`config.mk`:
```
export PLATFORM = sky130hd
export DESIGN_NAME = multi_queue_linked_buffer_flat
export DESIGN_NICKNAME = d
export VERILOG_FILES = /design/src/rtl/mqlb_pkg.sv /design/src/rtl/mqlb_req_if.sv /design/src/rtl/mqlb_rsp_if.sv /design/src/rtl/multi_queue_linked_buffer.sv /design/src/rtl/mqlb_slot_store.sv /design/src/flat_wrapper.sv
export VERILOG_INCLUDE_DIRS = /design/src /design/src/rtl
export SDC_FILE = /design/constraint.sdc
export NUM_CORES = 1
export LEC_CHECK = 0
export BUFFER_PORTS_ARGS = -buffer_cell sky130_fd_sc_hd__buf_2
export CORE_AREA = 2 2 203 255
export CTS_CLUSTER_SIZE = 12
export DETAILED_ROUTE_END_ITERATION = 7
export DIE_AREA = 0 0 205 257
export PLACE_DENSITY = 0.74
export SLEW_MARGIN = 10
export SYNTH_ARGS = -nofsm -noshare
export SYNTH_HDL_FRONTEND = slang
export SYNTH_SLANG_ARGS = --single-unit
```
`constraint.sdc`:
```
create_clock -name clk -period 9.8 [get_ports clk]
set_clock_uncertainty 0.1 [all_clocks]
set_input_delay 1.47 -clock clk [delete_from_list [all_inputs] [get_ports clk]]
set_output_delay 1.47 -clock clk [all_outputs]
set_load 0.01 [all_outputs]
```
`src/rtl/multi_queue_linked_buffer_macros.svh`:
```
`ifndef MULTI_QUEUE_LINKED_BUFFER_MACROS_SVH
`define MULTI_QUEUE_LINKED_BUFFER_MACROS_SVH

// same-cycle implication
`define MQLB_ASSERT_NOW(label, clk, rst_n, ante, cons, msg) \
    label: assert property (@(posedge clk) disable iff (!rst_n) (ante) |-> (cons)) \
        else $error(msg);

// next-cycle implication
`define MQLB_ASSERT_NXT(label, clk, rst_n, ante, cons, msg) \
    label: assert property (@(posedge clk) disable iff (!rst_n) (ante) |=> (cons)) \
        else $error(msg);

`endif

```
`src/rtl/mqlb_pkg.sv`:
```
package mqlb_pkg;

    localparam int SLOTS  = 16;
    localparam int QUEUES = 4;

    localparam int IDX_W  = $clog2(SLOTS);
    localparam int PTR_W  = $clog2(SLOTS + 1);
    localparam int QSEL_W = (QUEUES > 1) ? $clog2(QUEUES) : 1;

    localparam logic [PTR_W-1:0] NULL_PTR = PTR_W'(SLOTS);

    localparam logic CMD_PUSH = 1'b0;
    localparam logic CMD_POP  = 1'b1;

    typedef enum logic [1:0] {
        ST_DONE  = 2'd0,
        ST_FULL  = 2'd1,
        ST_EMPTY = 2'd2
    } status_t;

    typedef struct packed {
        logic             rd_en;
        logic [IDX_W-1:0] rd_idx;
        logic             link_we;
        logic [IDX_W-1:0] link_waddr;
        logic [PTR_W-1:0] link_wdata;
        logic             data_we;
        logic [IDX_W-1:0] data_waddr;
        logic [31:0]      data_wdata;
    } store_req_t;

    typedef struct packed {
        logic [PTR_W-1:0] link;
        logic [31:0]      data;
    } store_rsp_t;

    // queue number folded into range
    function automatic logic [QSEL_W-1:0] qsel(input logic [1:0] n);
        int v;
        v = int'(n);
        for (int i = 0; i < 3; i++)
        begin
            if (v >= QUEUES)
            begin
                v = v - QUEUES;
            end
        end
        return QSEL_W'(v);
    endfunction

endpackage

```
`src/rtl/mqlb_req_if.sv`:
```
interface mqlb_req_if;
    logic               valid;
    logic               ready;
    logic               command;
    logic [1:0]         queue_number;
    logic signed [31:0] push_value;

    modport source (output valid, command, queue_number, push_value, input ready);
    modport sink   (input valid, command, queue_number, push_value, output ready);
endinterface

```
`src/rtl/mqlb_rsp_if.sv`:
```
interface mqlb_rsp_if;
    logic               valid;
    logic               ready;
    logic signed [31:0] pop_value;
    logic [1:0]         status;

    modport source (output valid, pop_value, status, input ready);
    modport sink   (input valid, pop_value, status, output ready);
endinterface

```
`src/rtl/multi_queue_linked_buffer.sv`:
```
// channel | dir | fields                                | role
// req     | in  | command, queue_number, push_value     | push or pop request
// rsp     | out | pop_value, status                     | one result per request
//
// Per request: S_EXEC, a slot store read (link and data at one address) with the
// first pointer updates, then S_FIN, the rest of them and the result register load.
// Next request is taken in the cycle its predecessor's result is loaded.
// A result waiting on rsp.ready holds S_FIN; req.ready drops then.
// rst_n is asynchronous: free list is slots 0..SLOTS-1 in order, all queues empty.
module multi_queue_linked_buffer (
    input  logic       clk,
    input  logic       rst_n,
    mqlb_req_if.sink   req,
    mqlb_rsp_if.source rsp
);
    import mqlb_pkg::*;
    `include "multi_queue_linked_buffer_macros.svh"

    typedef enum logic [1:0] {
        S_IDLE,
        S_EXEC,
        S_FIN
    } state_t;

    state_t              state_reg;
    logic                cmd_reg;
    logic [QSEL_W-1:0]   q_reg;
    logic signed [31:0]  val_reg;
    logic [PTR_W-1:0]    free_head_reg;
    logic [PTR_W-1:0]    head_reg [QUEUES];
    logic [PTR_W-1:0]    tail_reg [QUEUES];
    logic [PTR_W-1:0]    sel_reg;
    logic                ok_reg;
    logic                last_reg;
    status_t             st_reg;
    logic                out_valid_reg;
    logic signed [31:0]  pop_value_reg;
    status_t             status_reg;

    store_req_t          sreq;
    store_rsp_t          srsp;

    logic [PTR_W-1:0]    qh;
    logic [PTR_W-1:0]    qt;
    logic                is_push;
    logic [PTR_W-1:0]    sel;
    logic                ok;
    logic                fin_go;
    logic                accept;

    mqlb_slot_store u_store (
        .clk   (clk),
        .rst_n (rst_n),
        .sreq  (sreq),
        .srsp  (srsp)
    );

    assign qh      = head_reg[q_reg];
    assign qt      = tail_reg[q_reg];
    assign is_push = (cmd_reg == CMD_PUSH);
    assign sel     = is_push ? free_head_reg : qh;
    assign ok      = (sel < NULL_PTR);
    assign fin_go  = !out_valid_reg || rsp.ready;

    assign req.ready = (state_reg == S_IDLE) || ((state_reg == S_FIN) && fin_go);
    assign accept    = req.valid && req.ready;

    always_comb
    begin
        sreq            = '0;
        sreq.rd_idx     = sel[IDX_W-1:0];
        sreq.data_waddr = sel[IDX_W-1:0];
        sreq.data_wdata = val_reg;
        sreq.link_waddr = sel[IDX_W-1:0];
        sreq.link_wdata = free_head_reg;
        if (state_reg == S_EXEC && ok)
        begin
            sreq.rd_en = 1'b1;
            if (is_push)
            begin
                sreq.data_we    = 1'b1;
                sreq.link_waddr = qt[IDX_W-1:0];
                sreq.link_wdata = sel;
                sreq.link_we    = (qh < NULL_PTR) && (qt < NULL_PTR);
            end
            else
            begin
                sreq.link_we = 1'b1;
            end
        end
    end

    always_ff @(posedge clk or negedge rst_n)
    begin
        if (!rst_n)
        begin
            state_reg     <= S_IDLE;
            free_head_reg <= '0;
            out_valid_reg <= 1'b0;
            for (int i = 0; i < QUEUES; i++)
            begin
                head_reg[i] <= NULL_PTR;
                tail_reg[i] <= NULL_PTR;
            end
        end
        else
        begin
            if ((state_reg == S_FIN) && fin_go)
            begin
                out_valid_reg <= 1'b1;
            end
            else if (rsp.ready)
            begin
                out_valid_reg <= 1'b0;
            end
            unique case (state_reg)
                S_IDLE:
                begin
                    if (accept)
                    begin
                        state_reg <= S_EXEC;
                    end
                end
                S_EXEC:
                begin
                    state_reg <= S_FIN;
                    if (ok)
                    begin
                        if (is_push)
                        begin
                            tail_reg[q_reg] <= sel;
                            if (!(qh < NULL_PTR))
                            begin
                                head_reg[q_reg] <= sel;
                            end
                        end
                        else
                        begin
                            free_head_reg <= sel;
                        end
                    end
                end
                S_FIN:
                begin
                    if (fin_go)
                    begin
                        state_reg <= accept ? S_EXEC : S_IDLE;
                        if (ok_reg)
                        begin
                            if (is_push)
                            begin
                                free_head_reg <= srsp.link;
                            end
                            else
                            begin
                                head_reg[q_reg] <= last_reg ? NULL_PTR : srsp.link;
                            end
                        end
                    end
                end
                default:
                begin
                    state_reg <= S_IDLE;
                end
            endcase
        end
    end

    always_ff @(posedge clk)
    begin
        if (accept)
        begin
            cmd_reg <= req.command;
            q_reg   <= qsel(req.queue_number);
            val_reg <= req.push_value;
        end
        if (state_reg == S_EXEC)
        begin
            sel_reg  <= sel;
            ok_reg   <= ok;
            last_reg <= (sel == qt);
            st_reg   <= ok ? ST_DONE : (is_push ? ST_FULL : ST_EMPTY);
        end
        if (state_reg == S_FIN && fin_go)
        begin
            pop_value_reg <= (ok_reg && !is_push) ? srsp.data : 32'sd0;
            status_reg    <= st_reg;
        end
    end

    assign rsp.valid     = out_valid_reg;
    assign rsp.pop_value = pop_value_reg;
    assign rsp.status    = status_reg;

    `MQLB_ASSERT_NOW(a_exec_no_accept, clk, rst_n, state_reg == S_EXEC, !req.ready, "request taken mid-operation")
    `MQLB_ASSERT_NXT(a_fin_hold, clk, rst_n, (state_reg == S_FIN) && !fin_go, (state_reg == S_FIN) && out_valid_reg, "stalled result lost")
    `MQLB_ASSERT_NOW(a_free_head_range, clk, rst_n, 1'b1, free_head_reg <= NULL_PTR, "free head out of range")
    `MQLB_ASSERT_NOW(a_empty_zero, clk, rst_n, out_valid_reg && (status_reg != ST_DONE), pop_value_reg == 32'sd0, "failed request carries data")
    `MQLB_ASSERT_NXT(a_pop_frees_slot, clk, rst_n, (state_reg == S_EXEC) && ok && !is_push, free_head_reg == sel_reg, "popped slot not returned to free list")

endmodule

```
`src/rtl/mqlb_slot_store.sv`:
```
module mqlb_slot_store (
    input  logic                clk,
    input  logic                rst_n,
    input  mqlb_pkg::store_req_t sreq,
    output mqlb_pkg::store_rsp_t srsp
);
    import mqlb_pkg::*;

    logic [PTR_W-1:0] link_mem [SLOTS];
    logic [31:0]      data_mem [SLOTS];
    logic [SLOTS-1:0] link_vld_reg;

    logic [PTR_W-1:0] link_rd_reg;
    logic [PTR_W-1:0] fresh_rd_reg;
    logic             vld_rd_reg;
    logic [31:0]      data_rd_reg;

    // unwritten links read as the initial chain i -> i+1
    always_ff @(posedge clk or negedge rst_n)
    begin
        if (!rst_n)
        begin
            link_vld_reg <= '0;
        end
        else if (sreq.link_we)
        begin
            link_vld_reg[sreq.link_waddr] <= 1'b1;
        end
    end

    always_ff @(posedge clk)
    begin
        if (sreq.link_we)
        begin
            link_mem[sreq.link_waddr] <= sreq.link_wdata;
        end
        if (sreq.data_we)
        begin
            data_mem[sreq.data_waddr] <= sreq.data_wdata;
        end
        if (sreq.rd_en)
        begin
            link_rd_reg  <= link_mem[sreq.rd_idx];
            data_rd_reg  <= data_mem[sreq.rd_idx];
            vld_rd_reg   <= link_vld_reg[sreq.rd_idx];
            fresh_rd_reg <= PTR_W'(sreq.rd_idx) + PTR_W'(1);
        end
    end

    assign srsp.link = vld_rd_reg ? link_rd_reg : fresh_rd_reg;
    assign srsp.data = data_rd_reg;

endmodule

```
`src/flat_wrapper.sv`:
```
// flat-port wrapper written by rule: the top's interface ports become plain ports
module multi_queue_linked_buffer_flat import mqlb_pkg::*;
  (clk, rst_n, req_valid, req_command, req_queue_number, req_push_value, req_ready, rsp_valid, rsp_pop_value, rsp_status, rsp_ready);
  mqlb_req_if req_i ();
  mqlb_rsp_if rsp_i ();
  input  logic clk;
  input  logic rst_n;
  input wire logic [$bits(req_i.valid)-1:0] req_valid;
  input wire logic [$bits(req_i.command)-1:0] req_command;
  input wire logic [$bits(req_i.queue_number)-1:0] req_queue_number;
  input wire logic [$bits(req_i.push_value)-1:0] req_push_value;
  output wire logic [$bits(req_i.ready)-1:0] req_ready;
  output wire logic [$bits(rsp_i.valid)-1:0] rsp_valid;
  output wire logic [$bits(rsp_i.pop_value)-1:0] rsp_pop_value;
  output wire logic [$bits(rsp_i.status)-1:0] rsp_status;
  input wire logic [$bits(rsp_i.ready)-1:0] rsp_ready;
  assign req_i.valid = req_valid;
  assign req_i.command = req_command;
  assign req_i.queue_number = req_queue_number;
  assign req_i.push_value = req_push_value;
  assign req_ready = req_i.ready;
  assign rsp_valid = rsp_i.valid;
  assign rsp_pop_value = rsp_i.pop_value;
  assign rsp_status = rsp_i.status;
  assign rsp_i.ready = rsp_ready;
  multi_queue_linked_buffer u_core (.clk(clk), .rst_n(rst_n), .req(req_i), .rsp(rsp_i));
endmodule
```
# --- Word level (Yosys, flattened, before mapping) ---
# Memories as Yosys holds them, arrays and structs flattened. A register that Yosys moved wholly into a read port is not among the register bits.
# Cells that the tools add are included.
classes:
  eq_ne: 12
  n_reduce_logical: 17
  n_bitwise: 3
  n_addsub: 1
  order_cmp: 8
  muxes: 46
ops:
  columns: ["operator", "count"]
  rows:
  - ["20-bit 2-to-1 mux", 6]
  - ["5-bit 2-to-1 mux", 13]
  - ["20-bit bitwise mux", 3]
  - ["20-bit one-hot mux with 2 select lines", 1]
  - ["5-bit binary-select mux with 2-bit select", 2]
  - ["16-bit OR", 1]
  - ["5-bit less-than comparator, second input constant", 3]
  - ["2-bit by 1-bit != test with 1-bit output, second input constant", 6]
  - ["1-bit 2-to-1 mux", 11]
  - ["11-bit 2-to-1 mux", 1]
  - ["5-bit demux with 2-bit select", 1]
  - ["4-bit by 5-bit less-than comparator with 1-bit output, second input constant", 2]
  - ["10-bit 2-to-1 mux", 1]
  - ["5-bit one-hot mux with 2 select lines", 1]
  - ["1-bit logical AND", 7]
  - ["7-bit AND reduction", 1]
  - ["2-bit 2-to-1 mux", 3]
  - ["2-bit != test, second input constant", 3]
  - ["2-bit one-hot mux with 3 select lines", 1]
  - ["6-bit AND reduction", 1]
  - ["4-bit by 1-bit adder with 5-bit output, second input constant", 1]
  - ["5-bit == test", 1]
  - ["1-bit binary-select mux with 4-bit select", 1]
  - ["1-bit demux with 4-bit select", 1]
  - ["13 further kinds", 15]
word_totals:
  ramBits: 592
  word_cells: 111
  regBits: 143
  memories: 2
  input_bits: 39
mem_list:
  columns: ["name", "depth", "word_bits", "read_ports", "rd_ports_with_merged_regs", "write_ports", "line_no", "rtl"]
  rows:
  - ["u_core.u_store.data_mem", 16, 32, 1, 1, 1, "mqlb_slot_store.sv:10", "logic [31:0] data_mem [SLOTS];"]
  - ["u_core.u_store.link_mem", 16, 5, 1, 1, 1, "mqlb_slot_store.sv:9", "logic [PTR_W-1:0] link_mem [SLOTS];"]

# --- Longest topological paths before layout ---
depth:
  ltp_word: 13
  mapped_depth: 10
  depth_no_buf: 7

# --- By module ---
# From an unflattened synthesis, not the netlist that was laid out.
hier_totals:
  hier_cells: 1543
  area_unflattened_um2: 29801.1
by_module_without_submodules:
  columns: ["mod", "cells_per_inst", "n_inst", "area_per_inst_um2", "seq_area_each_um2"]
  rows:
  - ["mqlb_slot_store", 1210, 1, 24845.1, 19468.7]
  - ["multi_queue_linked_buffer", 333, 1, 4956.0, 3403.3]

# --- Worst setup path before layout ---
# OpenSTA, ideal clock, no wires.
synth_timing:
  kind: "register to register"
  startpoint: "register u_core.q_reg[0]"
  endpoint: "register u_core.u_store.data_rd_reg[0] (read register of u_core.u_store.data_mem) (enable)"
  setup_slack_ns: 5.075
  path_buffers: 1
  t_arrival_ns: 4.129
  required_time_ns: 9.203
  stages_incl_launch_ff: 5
  period_less_slack_ns: 4.725
  cell_sequence: "edfxtp_1 > buf_4 > mux4_2 > and2_1 > nor3_1"
synth_between:
  elab_chain_len: 8
synth_rtl:
  columns: ["item", "line_no", "rtl"]
  rows:
  - ["from (decl)", "multi_queue_linked_buffer.sv:27", "logic [QSEL_W-1:0] q_reg;"]
  - ["from (signal assigned)", "multi_queue_linked_buffer.sv:174", "q_reg <= qsel(req.queue_number);"]
  - ["2-bit NOT with 3-bit output (not written as such) (*)", "multi_queue_linked_buffer.sv:58", "assign qh = head_reg[q_reg];"]
  - ["5-bit binary-select mux with 2-bit select (*)", "multi_queue_linked_buffer.sv:58", null]
  - ["5-bit 2-to-1 mux (not written as such) (*) (2 in a row)", "multi_queue_linked_buffer.sv:58", null]
  - ["5-bit 2-to-1 mux (*)", "multi_queue_linked_buffer.sv:61", "assign sel = is_push ? free_head_reg : qh;"]
  - ["5-bit less-than comparator", "multi_queue_linked_buffer.sv:62", "assign ok = (sel < NULL_PTR);"]
  - ["1-bit logical AND", "multi_queue_linked_buffer.sv:76", "if (state_reg == S_EXEC && ok)"]
  - ["1-bit 2-to-1 mux", "multi_queue_linked_buffer.sv:76", null]
  - ["to (decl)", "mqlb_slot_store.sv:16", "logic [31:0] data_rd_reg;"]
# Mark *: on every way between the ends. The rest lies on a longest branch, timed or not. The select of a mux whose other input is x is not followed.
# A chain may end at the register's enable or synchronous reset.

# --- Worst setup path after layout ---
layout_timing:
  startpoint: "register u_core.q_reg[0]"
  endpoint: "memory u_core.u_store.data_mem[8][25] (enable)"
layout_between:
  elab_chain_len: 10
layout_rtl:
  columns: ["item", "line_no", "rtl"]
  rows:
  - ["2-bit NOT with 3-bit output (not written as such) (*)", "multi_queue_linked_buffer.sv:58", null]
  - ["5-bit binary-select mux with 2-bit select (*)", "multi_queue_linked_buffer.sv:58", null]
  - ["5-bit 2-to-1 mux (not written as such) (*) (2 in a row)", "multi_queue_linked_buffer.sv:58", null]
  - ["5-bit 2-to-1 mux (*)", "multi_queue_linked_buffer.sv:61", null]
  - ["5-bit less-than comparator", "multi_queue_linked_buffer.sv:62", null]
  - ["1-bit logical AND", "multi_queue_linked_buffer.sv:76", null]
  - ["11-bit 2-to-1 mux", "multi_queue_linked_buffer.sv:76", null]
  - ["1-bit 2-to-1 mux", "mqlb_slot_store.sv:37", "if (sreq.data_we)"]
  - ["1-bit 2-to-1 mux (not written as such)", "mqlb_slot_store.sv:39", "data_mem[sreq.data_waddr] <= sreq.data_wdata;"]
  - ["to (decl)", "mqlb_slot_store.sv:10", null]
# Marks and branches as above.

==> reports/metrics.cfg <==
[run_status]
status=complete, no violations

[worst_setup_path]
cp_max_fo=84
path_class=reg -> reg
arrival_ps=5230
start_kind=flop
endpoint_kind=flop
cp.required_ps=9910

[power]
finalPower_mw=8.15
p_per_area_nw_per_um2=247
switchingPower_mw=2.29
netSwitchingFraction_pct=28.1
clkPwrFrac_pct=32.7
p_int_mw=5.86
combinationalPowerShare_pct=18.0
seqPwrFrac_pct=49.4
leakagePower_nw=11.1
ir_worst_vdd_mv=0.200

[yosys]
ys_seq_elements=772
async_flop_share_pct=8.29
synth_warnings=0
yosys.area.top_type=edfxtp_1
synth-simple-area-share_pct=8.28
synth_compound_area_share_pct=9.47
yosys_most_used_dff=edfxtp_1
yosysTopAreaCellShare_pct=71.3
synthCells=2016
yosys.area_share.adder_pct=0.168
synth_top_family_by_area=compound AO/OA/AOI/OAI gates
syn_avg_cell_area_um2=14.8
synthXorXnorAreaFrac_pct=0.206
synth_edf_count=708
syn_nets=2059
yosysSeqAreaShare_pct=76.7
synthMuxAreaShare_pct=3.02
syn-cell-area_um2=29800
synthTopCellsByArea=edfxtp_1 (71%), nand2_1 (5.9%), dfrtp_1 (4.7%), a32oi_1 (3.4%), a21oi_1 (3.2%)
yosys.cell_types.count=41

[finish]
multi_input_area_um2=6470
regMostFlops=u_core.u_store.data_mem
mostFrequentLayoutCells=edfxtp_1 (708), nand2_1 (468), a21oi_1 (192)
top_regs=u_core.u_store.data_mem: 512 flops, u_core.u_store.link_mem: 80 flops
n_antenna_cell=0
regArea_um2=22900
final_nets=2103
area_growth_pct=10.6
largest_register_ffs=512
layout-drive-gt1-share_pct=13.3
final_common_cell=edfxtp_1
fillers=3437

[place]
dp_slack_ps=4640
place.gp.congestion=0.806
dp_hpwl_um=34400
port_buffers=74

[route]
ant_nets=0
drtIter0Drc=1996
drc=0
vias=17398
wl_per_cell_um=23.7
vias_per_cell=6.31
firstDrtPassIters=6
wl_um=65400

[global_routing]
grt_pass1_vias=17618
grt_usage_pct=25.1
grt_pass1_wl_um=100000
antenna_found_initial=1
grt_max_degree=210
overflow=0

[die]
fp-row-count=92
io-pin-count=75
die_h_um=257
dieWidth_um=205
initial_utilization_pct=59.4
core_area_um2=50200
fp.dieArea_um2=52700

[hold_path]
hp-class=reg -> reg

[clocking]
htree_num_levels=3
cts-root-buf=clkbuf_16
post-cts-setup-buffer-count=0
hold_buffers=0
cts_inserted_buffers=78
cts.sinks=772
cts_tree=yes
clockBufferDepth=3
cts.repair.resized=0
clk_pin_slew_ps=60
clock_latency_ps=620

[flow_run]
max-cap-violations=0

[sta]
setup_viol=0
fin_crit_sh_pct=52.3
hold_slack_ps=334
hold_viol=0
fmax_ghz=0.195
rsz0062_at_grt=false
fin_tns_setup_ps=0
drv_slew=0
tightest_slew_ps=1210
fin_crit_ps=5120
relSlewSlack_pct=19.1
fin_ws_ps=4680

-- path summary, 6_finish.rpt --
check	from	to	slack [ps]	depth (start not counted)
worst max-delay path	u_core.q_reg[0]	u_core.u_store.data_mem[8][25]	4680	6
worst min-delay path	u_core.st_reg[0]	u_core.rsp.status[0]	330	0
min in group asynchronous	rst_n	u_core.u_store.link_vld_reg[3]	930	2
max in group asynchronous	rst_n	u_core.state_reg[1]	8050	2
worst min register to register	u_core.st_reg[0]	u_core.rsp.status[0]	330	0
worst max register to register	u_core.q_reg[0]	u_core.u_store.data_mem[8][25]	4680	6
-- power groups by stage --
stage	sequential (mW)	combinational, mW	clock [mW]
after CTS	4.02	1.46	2.70
final	4.02	1.47	2.66
after global routing	4.04	1.60	2.82
after global placement	4.08	1.39	0
after floorplan	4.00	1.09	0
after detailed placement	4.08	1.45	0
-- cell type report --
type                            instances  share of cell area (%)
Clock buffer                          100                    6.29
Inverter                                6                  0.0910
Clock inverter                         18                   0.425
Tap cell                              658                    2.50
Sequential cell                       772                    69.3
Timing Repair Buffer                  101                    1.77
Multi-Input combinational cell       1101                    19.6
-- synthesized netlist by cell type, drive strengths merged (7+ instances only) --
library cell and count:
and3 37, a221oi 38, a32oi 115, or2 17, nor2 29, mux2i 45
mux4 10, buf 80, nand2 468, dfstp 8, nor3 7, and2 9
mux2 20, o21ai 25, edfxtp 708, clkbuf 57, a22oi 38, a21oi 194
dfrtp 56, nor2b 13
-- through the flow --
| step | utilization [%] | instances | cell area, µm² |
|---|---|---|---|
| final | 65.7 | 2756 | 33000 |
| after global routing | 65.7 | 2756 | 33000 |
| after CTS | 65.7 | 2756 | 33000 |
| after detailed placement | 61.3 | 2638 | 30800 |
| after global placement | 61.3 | 2638 | 30800 |
| after floorplan | - | 2016 | 29800 |
-- cells by family after synthesis --
| kind of cell | after synthesis |
|---|---|
| DFF | 772 |
| and+or+nand+nor | 593 |
| AOI/OAI and AO/OA | 422 |
| buffers and inverters | 143 |
| muxes | 75 |
| xor gates and xnor gates | 7 |
| adders and majority gates | 4 |
-- per-layer routing --
| layer | wire (µm) | GRT usage, % | part of all wire [%] | vias to the layer above |
|---|---|---|---|---|
| met2 | 33000 | 41.8 | 50 | 785 |
| met5 | 11 | 0 | 0.017 | - |
| met3 | 4720 | 3.93 | 7.2 | 154 |
| li1 | - | - | - | 7715 |
| met1 | 25400 | 32.9 | 39 | 8742 |
| met4 | 2330 | 10.7 | 3.6 | 2 |
-- critical path, cell delays in order, from the launching register on --
cell      delay [ps]
edfxtp_1         920
mux4_2           670
a21oi_4          700
buf_4            790
ha_1             320
nand2_1          190
nor2b_4          990
Note: power is estimated with default switching activity, not from simulation.
